**config.mk**
```make
export PLATFORM = sky130hd
export DESIGN_NAME = fte_geometry
export DESIGN_NICKNAME = d
export VERILOG_FILES = /design/src/hw/rtl/fte_pkg.sv /design/src/hw/rtl/fte_geometry.sv
export VERILOG_INCLUDE_DIRS = /design/src /design/src/hw/rtl
export SDC_FILE = /design/constraint.sdc
export NUM_CORES = 1
export LEC_CHECK = 0
export BUFFER_PORTS_ARGS = -buffer_cell sky130_fd_sc_hd__buf_2
export CAP_MARGIN = 20
export CORE_AREA = 5 5 209 312
export CTS_CLUSTER_SIZE = 12
export DETAILED_ROUTE_END_ITERATION = 10
export DIE_AREA = 0 0 214 317
export SLEW_MARGIN = 10
export SYNTH_ARGS = -nofsm -noshare
export SYNTH_HDL_FRONTEND = slang
export SYNTH_SLANG_ARGS = --single-unit
```
**constraint.sdc**
```tcl
create_clock -name clk -period 5.95 [get_ports clk]
set_input_delay 0.8925 -clock clk [delete_from_list [all_inputs] [get_ports clk]]
set_output_delay 0.8925 -clock clk [all_outputs]
set_load 0.05 [all_outputs]
```
**src/hw/rtl/fat_table_entry_engine_assert.svh**
```systemverilog
// ----------------------------------------------------------------------------
// Assertion macros for the FAT table entry engine
// Immediate-implication and next-cycle forms, sampled on clk and disabled
// while rst_n is low.
// ----------------------------------------------------------------------------
`ifndef FAT_TABLE_ENTRY_ENGINE_ASSERT_SVH
`define FAT_TABLE_ENTRY_ENGINE_ASSERT_SVH

`define FTE_ASSERT_NOW(lbl, ante, cons, msg) \
  lbl: assert property (@(posedge clk) disable iff (!rst_n) (ante) |-> (cons)) \
    else $error(msg);

`define FTE_ASSERT_NEXT(lbl, ante, cons, msg) \
  lbl: assert property (@(posedge clk) disable iff (!rst_n) (ante) |=> (cons)) \
    else $error(msg);

`endif

```
**src/hw/rtl/fte_pkg.sv**
```systemverilog
// ----------------------------------------------------------------------------
// FAT table entry engine package
// Store geometry, codes and shared types of the engine.
// ----------------------------------------------------------------------------
`default_nettype none

package fte_pkg;

  localparam int unsigned TABLE_BYTES = 16384;
  localparam int unsigned ADDR_W      = $clog2(TABLE_BYTES);
  localparam int unsigned LANES       = 4;
  localparam int unsigned LANE_W      = 2;
  localparam int unsigned BANK_AW     = ADDR_W - LANE_W;
  localparam int unsigned BANK_DEPTH  = TABLE_BYTES / LANES;

  localparam int unsigned OFF_W       = 30;
  localparam int unsigned ROOT_SECS_W = 14;
  localparam int unsigned SETTLE_W    = 3;
  localparam int unsigned GEO_SETTLE  = 5;

  localparam logic [31:0] FAT12_LIMIT = 32'd4085;
  localparam logic [31:0] FAT16_LIMIT = 32'd65525;
  localparam logic [27:0] EOC_FAT12   = 28'h0000FF8;
  localparam logic [27:0] EOC_FAT16   = 28'h000FFF8;
  localparam logic [27:0] EOC_FAT32   = 28'hFFFFFF8;

  typedef enum logic [1:0] {
    OP_LOAD     = 2'd0,
    OP_READ     = 2'd1,
    OP_WRITE    = 2'd2,
    OP_READBACK = 2'd3
  } op_t;

  typedef enum logic [1:0] {
    KIND_FAT12 = 2'd0,
    KIND_FAT16 = 2'd1,
    KIND_FAT32 = 2'd2
  } kind_t;

  typedef enum logic [2:0] {
    CFG_SECTOR_SIZE_LOG2  = 3'd0,
    CFG_CLUSTER_SIZE_LOG2 = 3'd1,
    CFG_RESERVED_SECTORS  = 3'd2,
    CFG_TABLE_COPIES      = 3'd3,
    CFG_SECTORS_PER_TABLE = 3'd4,
    CFG_ROOT_ENTRIES      = 3'd5,
    CFG_TOTAL_SECTORS     = 3'd6,
    CFG_ROOT_CLUSTER      = 3'd7
  } cfg_idx_t;

  typedef enum logic {
    ST_IDLE = 1'b0,
    ST_DATA = 1'b1
  } state_t;

  typedef struct packed {
    logic [3:0]  sector_log2;
    logic [2:0]  cluster_log2;
    logic [15:0] reserved;
    logic [31:0] data_start;
    logic [31:0] root_sector;
    kind_t       kind;
  } geo_t;

endpackage

`default_nettype wire

```
**src/hw/rtl/fte_geometry.sv**
```systemverilog
// ----------------------------------------------------------------------------
// FAT table entry engine volume geometry
// Holds the geometry registers and derives region starts and the FAT kind
// through a short register pipeline.
// ----------------------------------------------------------------------------
`default_nettype none

`include "fat_table_entry_engine_assert.svh"

module fte_geometry (
  input  wire logic             clk,
  input  wire logic             rst_n,
  input  wire logic             cfg_we,
  input  wire fte_pkg::cfg_idx_t cfg_index,
  input  wire logic [31:0]      cfg_wdata,
  output fte_pkg::geo_t         geo,
  output logic                  geo_ready
);

  logic [3:0]  sector_size_log2_r;
  logic [2:0]  cluster_size_log2_r;
  logic [15:0] reserved_sectors_r;
  logic [2:0]  table_copies_r;
  logic [31:0] sectors_per_table_r;
  logic [15:0] root_entries_r;
  logic [31:0] total_sectors_r;
  logic [27:0] root_cluster_r;

  logic [3:0]                       eff_sl;
  logic [11:0]                      bps_m1;
  logic [21:0]                      root_bytes;
  logic [3:0]                       sector_log2_r;
  logic [31:0]                      prod_r;
  logic [fte_pkg::ROOT_SECS_W-1:0]  root_secs_r;
  logic [31:0]                      rc_off_r;
  logic [31:0]                      root_start_r;
  logic [31:0]                      data_start_r;
  logic [31:0]                      clusters_r;
  fte_pkg::kind_t                   kind_c;
  fte_pkg::kind_t                   kind_r;
  logic [31:0]                      root_sector_r;
  logic [fte_pkg::SETTLE_W-1:0]     settle_r;
  logic [fte_pkg::SETTLE_W-1:0]     settle_nxt;

  always_ff @(posedge clk) begin
    if (!rst_n) begin
      sector_size_log2_r  <= 4'd9;
      cluster_size_log2_r <= 3'd0;
      reserved_sectors_r  <= 16'd1;
      table_copies_r      <= 3'd2;
      sectors_per_table_r <= 32'd9;
      root_entries_r      <= 16'd224;
      total_sectors_r     <= 32'd2880;
      root_cluster_r      <= 28'd2;
    end else if (cfg_we) begin
      case (cfg_index)
        fte_pkg::CFG_SECTOR_SIZE_LOG2:  sector_size_log2_r  <= cfg_wdata[3:0];
        fte_pkg::CFG_CLUSTER_SIZE_LOG2: cluster_size_log2_r <= cfg_wdata[2:0];
        fte_pkg::CFG_RESERVED_SECTORS:  reserved_sectors_r  <= cfg_wdata[15:0];
        fte_pkg::CFG_TABLE_COPIES:      table_copies_r      <= cfg_wdata[2:0];
        fte_pkg::CFG_SECTORS_PER_TABLE: sectors_per_table_r <= cfg_wdata;
        fte_pkg::CFG_ROOT_ENTRIES:      root_entries_r      <= cfg_wdata[15:0];
        fte_pkg::CFG_TOTAL_SECTORS:     total_sectors_r     <= cfg_wdata;
        fte_pkg::CFG_ROOT_CLUSTER:      root_cluster_r      <= cfg_wdata[27:0];
        default: ;
      endcase
    end
  end

  always_comb begin
    if (sector_size_log2_r < 4'd9) begin
      eff_sl = 4'd9;
    end else if (sector_size_log2_r > 4'd12) begin
      eff_sl = 4'd12;
    end else begin
      eff_sl = sector_size_log2_r;
    end
    bps_m1     = 12'hFFF >> (4'd12 - eff_sl);
    root_bytes = 22'({root_entries_r, 5'b0}) + 22'(bps_m1);
  end

  always_comb begin
    if (clusters_r < fte_pkg::FAT12_LIMIT) begin
      kind_c = fte_pkg::KIND_FAT12;
    end else if (clusters_r < fte_pkg::FAT16_LIMIT) begin
      kind_c = fte_pkg::KIND_FAT16;
    end else begin
      kind_c = fte_pkg::KIND_FAT32;
    end
  end

  always_ff @(posedge clk) begin
    sector_log2_r <= eff_sl;
    prod_r        <= sectors_per_table_r * 32'(table_copies_r);
    root_secs_r   <= fte_pkg::ROOT_SECS_W'(root_bytes >> eff_sl);
    rc_off_r      <= (32'(root_cluster_r) - 32'd2) << cluster_size_log2_r;
    root_start_r  <= 32'(reserved_sectors_r) + prod_r;
    data_start_r  <= root_start_r + 32'(root_secs_r);
    clusters_r    <= (total_sectors_r - data_start_r) >> cluster_size_log2_r;
    kind_r        <= kind_c;
    root_sector_r <= (kind_c == fte_pkg::KIND_FAT32) ? rc_off_r + data_start_r
                                                     : root_start_r;
  end

  always_comb begin
    if (cfg_we) begin
      settle_nxt = fte_pkg::SETTLE_W'(fte_pkg::GEO_SETTLE);
    end else if (settle_r != '0) begin
      settle_nxt = settle_r - 1'b1;
    end else begin
      settle_nxt = settle_r;
    end
  end

  always_ff @(posedge clk) begin
    if (!rst_n) begin
      settle_r <= fte_pkg::SETTLE_W'(fte_pkg::GEO_SETTLE);
    end else begin
      settle_r <= settle_nxt;
    end
  end

  assign geo_ready        = (settle_r == '0);
  assign geo.sector_log2  = sector_log2_r;
  assign geo.cluster_log2 = cluster_size_log2_r;
  assign geo.reserved     = reserved_sectors_r;
  assign geo.data_start   = data_start_r;
  assign geo.root_sector  = root_sector_r;
  assign geo.kind         = kind_r;

  `FTE_ASSERT_NEXT(a_settle_after_cfg, cfg_we, !geo_ready, "geometry ready after a register write")

endmodule

`default_nettype wire

```
After elaboration in Yosys (flattened, before gate mapping)
Cells that the tools add are included.
{ "classes": {"n_mul": 1, "shifts": 4, "n_eq_ne": 8, "div_mod_pow": 0, "n_mux": 5, "bitwise": 1, "n_reduce_logical": 12, "add_sub_neg": 8, "n_lt_le_gt_ge": 4} }
{ "op_table": {"columns": ["op", "n"], "rows": [
  ["16-bit by 32-bit adder with 32-bit output", 1],
  ["32-bit by 14-bit adder with 32-bit output", 1],
  ["32-bit adder", 1],
  ["32-bit by 12-bit less-than comparator with 1-bit output (second input constant)", 1],
  ["32-bit by 16-bit less-than comparator with 1-bit output (second input constant)", 1],
  ["32-bit by 3-bit multiplier with 32-bit output", 1],
  ["32-bit 2-to-1 mux", 1],
  ["32-bit by 3-bit << shifter with 32-bit output", 1],
  ["32-bit by 3-bit >> shifter with 32-bit output", 1],
  ["32-bit subtractor", 1],
  ["28-bit by 2-bit subtractor with 29-bit output (second input constant)", 1],
  ["21-bit by 12-bit adder with 22-bit output", 1],
  ["22-bit by 4-bit >> shifter with 14-bit output", 1],
  ["2-bit AND reduction", 8],
  ["3-bit == test (second input constant)", 4],
  ["12-bit by 4-bit >> shifter with 12-bit output (first input constant)", 1],
  ["4-bit 2-to-1 mux", 2],
  ["3-bit by 2-bit == test with 1-bit output (second input constant)", 2],
  ["3-bit zero test", 2],
  ["4-bit greater-than comparator (second input constant)", 1],
  ["4-bit less-than comparator (second input constant)", 1],
  ["2-bit 2-to-1 mux", 2],
  ["4-bit subtractor (first input constant)", 1],
  ["3-bit by 1-bit == test with 1-bit output (second input constant)", 1],
  ["5 further kinds", 5]
]} }
{ "totals": {"ramBits": 0, "out_inout_bits": 90, "reg_bits": 349, "elab_cells": 61, "romBits": 0, "latchBits": 0, "mem_count": 0, "input_bits": 38} }

Longest topological paths before layout
{ "depth": {"word_depth": 7, "depth_mapped": 19, "depth_no_buf": 17} }

Worst setup path after synthesis
No wires, ideal clock.
{ "synth_path": {"path_type": "reg2reg", "start": "register sector_size_log2_r[1]", "end": "register root_secs_r[4] in the netlist's numbering", "setup_time_ns": 0.122, "path_buffers": 2, "required_time_ns": 5.828, "arrival_ns": 4.111, "setup_slack_ns": 1.717, "stages_incl_launch_ff": 17, "synth_period_minus_slack_ns": 4.233, "cell_sequence": "dfxtp_1 nor2b_1 o21a_1 clkbuf_1 clkbuf_1 ha_1 xnor2_1 nand2_1 ha_1 a21o_1 a21oi_1 o21bai_1 a2111oi_0 nor3_1 a21oi_1 o311ai_0 a221o_1"} }
{ "synth_via": {"elab_chain_cells": 7, "elab_cells_between_ends": 8, "cone_classes": "add/sub: 2; order compare: 2; shift: 2; mux: 2"} }
{ "synth_lines": {"columns": ["item", "line_no", "rtl"], "rows": [
  ["from (decl)", "fte_geometry.sv:20", "logic [3:0] sector_size_log2_r;"],
  ["from (signal assigned)", "fte_geometry.sv:57", "fte_pkg::CFG_SECTOR_SIZE_LOG2: sector_size_log2_r <= cfg_wdata[3:0];"],
  ["4-bit greater-than comparator", "fte_geometry.sv:73", "end else if (sector_size_log2_r > 4'd12) begin"],
  ["4-bit 2-to-1 mux", "fte_geometry.sv:73", null],
  ["4-bit 2-to-1 mux *", "fte_geometry.sv:71", "if (sector_size_log2_r < 4'd9) begin"],
  ["4-bit subtractor", "fte_geometry.sv:78", "bps_m1 = 12'hFFF >> (4'd12 - eff_sl);"],
  ["12-bit by 4-bit >> shifter with 12-bit output", "fte_geometry.sv:78", null],
  ["21-bit by 12-bit adder with 22-bit output", "fte_geometry.sv:79", "root_bytes = 22'({root_entries_r, 5'b0}) + 22'(bps_m1);"],
  ["22-bit by 4-bit >> shifter with 14-bit output *", "fte_geometry.sv:95", "root_secs_r <= fte_pkg::ROOT_SECS_W'(root_bytes >> eff_sl);"],
  ["to (signal assigned)", "fte_geometry.sv:95", null],
  ["to (decl)", "fte_geometry.sv:34", "logic [fte_pkg::ROOT_SECS_W-1:0] root_secs_r;"]
]} }
Mark *: on every way between the ends. The rest lies on a longest branch, timed or not.
A chain may end at the register's enable or synchronous reset.

Worst setup path after layout
{ "layout_path": {"start": "register sector_size_log2_r[1]", "end": "register root_secs_r[6] in the netlist's numbering"} }
The elaborated chain is that of the path after synthesis.

==> summary.md <==
| Metric | Value |
|---|---|
| Crit path max fanout | `20` |
| Share of cells above drive strength 1 | `10.27%` |
| Max Slew Vio Count | `0` |
| Clk_skew | `0.01658 ns` |
| Setup_tns | `0 ns` |
| CP Capture Type | `flip-flop` |
| Multi-input logic area | `13440 um2` |
| Most common cell after layout, fill and taps aside | `nand2_1` |
| RSZ-0062 raised after global routing | `false` |
| TritonCTS Sinks | `349` |
| Synthesized Nets | `2859` |
| Antenna violations before repair | `1` |
| Buf/Inv on CP | `1` |
| Hold crit path type | `flip-flop to flip-flop` |
| Post-CTS setup buffer count | `0` |
| Vias | `18.35k` |
| Post-synth top area cell | `dfxtp_1` |
| Worst EP arrival | `5.16 ns` |
| Port Buffers | `127` |
| Max Fclk | `0.2122 GHz` |
| Final Cell Area | `24050 um2` |
| Area added between synthesis and finish | `11.98%` |
| Global-route wire length before repair | `98750 um` |
| Routed wire per std cell | `17.82 um` |
| DIE AREA | `67840 um2` |
| DRC marker count from the first detailed-route iteration | `1094` |
| Design Power | `0.006592 W` |
| Reg area | `6990 um2` |
| Top cell type's share of synthesized area | `32.53%` |
| RePlAce Congestion | `0.9180` |
| Core Region | `62080 um2` |
| Predominant post-synthesis flop cell | `dfxtp_1` |
| Setup crit start kind | `flip-flop` |
| Final setup fails | `0` |
| Minimum clock period after layout | `4.712 ns` |
| Final Hold Viols | `0` |
| CTS max path bufs | `3` |
| Die height | `317 um` |
| Post-CTS Resized | `0` |
| Worst skew pair latency | `0.54 ns` |
| Vias in the first global route | `18.01k` |
| Crit path kind | `flip-flop to flip-flop` |
| FP Rows | `112` |
| Async SR Flop Fraction | `0%` |
| CP Cell Sequence | `nor2b_1, o21a_1, ha_1, xnor2_1, nand2_1, ha_1, a21o_1, a21oi_1, o21bai_1, a2111oi_0, dlymetal6s2s_1, nor3_1, a21oi_1, o311ai_0, nor2_1, a221oi_1` |
| CTS tree | `done` |
| Worst Max-Slew Pin Slew | `0.9310 ns` |
| EDFF count, synth | `0` |
| Slowest CP cell | `nor3_1` |
| Routed Antenna Nets | `0` |
| Die span in x | `214 um` |
| Netlist Area Pre-Place | `21480 um2` |
| Worst slew margin | `37.93%` |
| Post-Syn Instances | `2653` |
| Pwr dens | `274.1 nW/um2` |
| CP delay by family, top | `compound AO/OA/AOI/OAI gates` |
| Starting Density | `34.59%` |
| Hold-fix buffers at CTS | `0` |
| Total of max-cap violations | `0` |
| I/O pin count | `128` |
| Post-synthesis sequential area ratio | `32.53%` |
| Cts bufs inserted | `38` |
| Synthesis Warnings | `0` |
| Global-route usage over all layers | `18.05%` |
| HPWL after detailed placement | `49150 um` |
| Mean Syn Cell Area | `8.095 um2` |
| Status | `complete, no violations` |
| Final period util | `79.19%` |
| Vias/cell | `5.188` |
| Drt drc | `0` |
| Most frequent cells in the layout | `506 x nand2_1, 346 x dfxtp_1, 151 x a21oi_1` |
| Top post-synthesis cells by area | `dfxtp_1 33%, nand2_1 8.8%, ha_1 7.7%` |
| Clock transition at path regs | `0.06 ns` |
| Layout net count | `2926` |
| Largest net degree at the start of global routing | `80` |
| Filler cell count | `6480` |
| Placed standard-cell area | `22810 um2` |
| Lkg Pwr | `10.36 nW` |
| VDD IR-drop max | `0.1733 mV` |
| #FFs+latches synth | `349` |
| Max stage delay on crit path | `0.74 ns` |
| H-tree depth | `2` |
| Root buffer cell | `clkbuf_16` |
| Global route total overflow | `0` |
| Yosys cell types | `87` |
| TritonRoute pass-1 iters | `7` |
| Total wire length | `63000 um` |
| CP required | `6.39 ns` |
-- metrics by stage --
step	util, %	instances	hold WS [ns]	setup slack [ns]
floorplan	-	2653	0.4128	1.717
global placement	36.74	3476	0.4501	1.165
detailed placement	36.74	3476	0.4506	1.165
CTS	38.70	3533	0.4654	1.105
global route	38.74	3535	0.4853	0.8686
finish	38.74	3536	0.4568	1.238
-- power by group --
part	internal (W)	switching [W]
registers	0.00256	0.000133
clock network	0.00141	0.000960
logic	0.000550	0.000980
-- worst reg2reg max path, cell delays in order (launching register included) --
cell            delay (ns)
dfxtp_1               0.35
nor2b_1               0.14
o21a_1                0.56
ha_1                  0.35
xnor2_1               0.20
nand2_1               0.15
ha_1                  0.30
a21o_1                0.10
a21oi_1               0.09
o21bai_1              0.18
a2111oi_0             0.12
dlymetal6s2s_1        0.19
nor3_1                0.74
a21oi_1               0.19
o311ai_0              0.68
nor2_1                0.08
a221oi_1              0.21
-- layout make-up --
class,instances,share of cell area (%)
inverters,153,2.388
clock buffers,48,4.542
well taps,798,4.152
clock inverters,9,0.5307
diodes,1,0.01041
repair buffers,151,3.423
flip-flops and latches,349,29.07
multi-input cells,2027,55.89
-- path summary, 6_finish.rpt --
| path | from | to | slack [ns] | cells after the start |
|---|---|---|---|---|
| worst min register to register | prod_r[30] | root_start_r[30] | 0.46 | 1 |
| worst min-delay path | prod_r[30] | root_start_r[30] | 0.46 | 1 |
| worst max register to register | sector_size_log2_r[1] | root_secs_r[6] | 1.24 | 16 |
| worst max-delay path | sector_size_log2_r[1] | root_secs_r[6] | 1.24 | 16 |
-- synthesized netlist by cell type (10+ instances only) --
master and instances:
a21oi_1 151, dfxtp_1 349, and3_1 22, mux2i_1 62, xnor2_1 105, nor3_1 49, o31ai_1 10, inv_1 150
nor4_1 11, buf_1 13, a211oi_1 18, o21bai_1 19, o22ai_1 13, mux2_2 31, o21a_1 19, clkbuf_1 98
a21o_1 46, nand3_1 59, a31oi_1 14, nand4_1 16, ha_1 133, a21boi_0 123, nor2_1 145, and2_1 19
or3_1 21, o211ai_1 20, nand2b_1 30, nor2b_1 32, fa_1 35, xor2_1 54, nand2_1 506, o21ai_0 137
-- sequential cells by signal, summed over array words and instances (netlist names) --
register / cells
clusters_r: 32
data_start_r: 32
root_start_r: 32
root_entries_r: 16
prod_r: 32
root_sector_r: 32
cluster_size_log2_r: 3
reserved_sectors_r: 16
sectors_per_table_r: 32
settle_r: 3
root_cluster_r: 28
total_sectors_r: 32
root_secs_r: 14
kind_r: 2
rc_off_r: 32
sector_log2_r: 4
table_copies_r: 3
sector_size_log2_r: 4
-- cell families (layout without fill, tap and decap cells) --
logic type	Yosys count	count (layout)	synth area share, %
flip-flops	349	349	32.53
AO/OA/AOI/OAI	652	652	20.03
adder cells (fa/ha/maj)	168	168	11.01
XOR/XNOR	159	159	6.484
AND/OR/NAND/NOR	949	949	19.97
other	2	3	0.03497
buffers and inverters	277	361	4.999
multiplexers	97	97	4.935
-- per-layer routing --
layer | GRT usage [%] | up-vias | wire [um]
met5 | 0 | - | 20
li1 | - | 9266 | -
met4 | 7.133 | 2 | 2650
met3 | 2.095 | 116 | 2097
met1 | 20.45 | 8612 | 25560
met2 | 34.56 | 349 | 32670
Note: power is estimated with default switching activity, not from simulation.
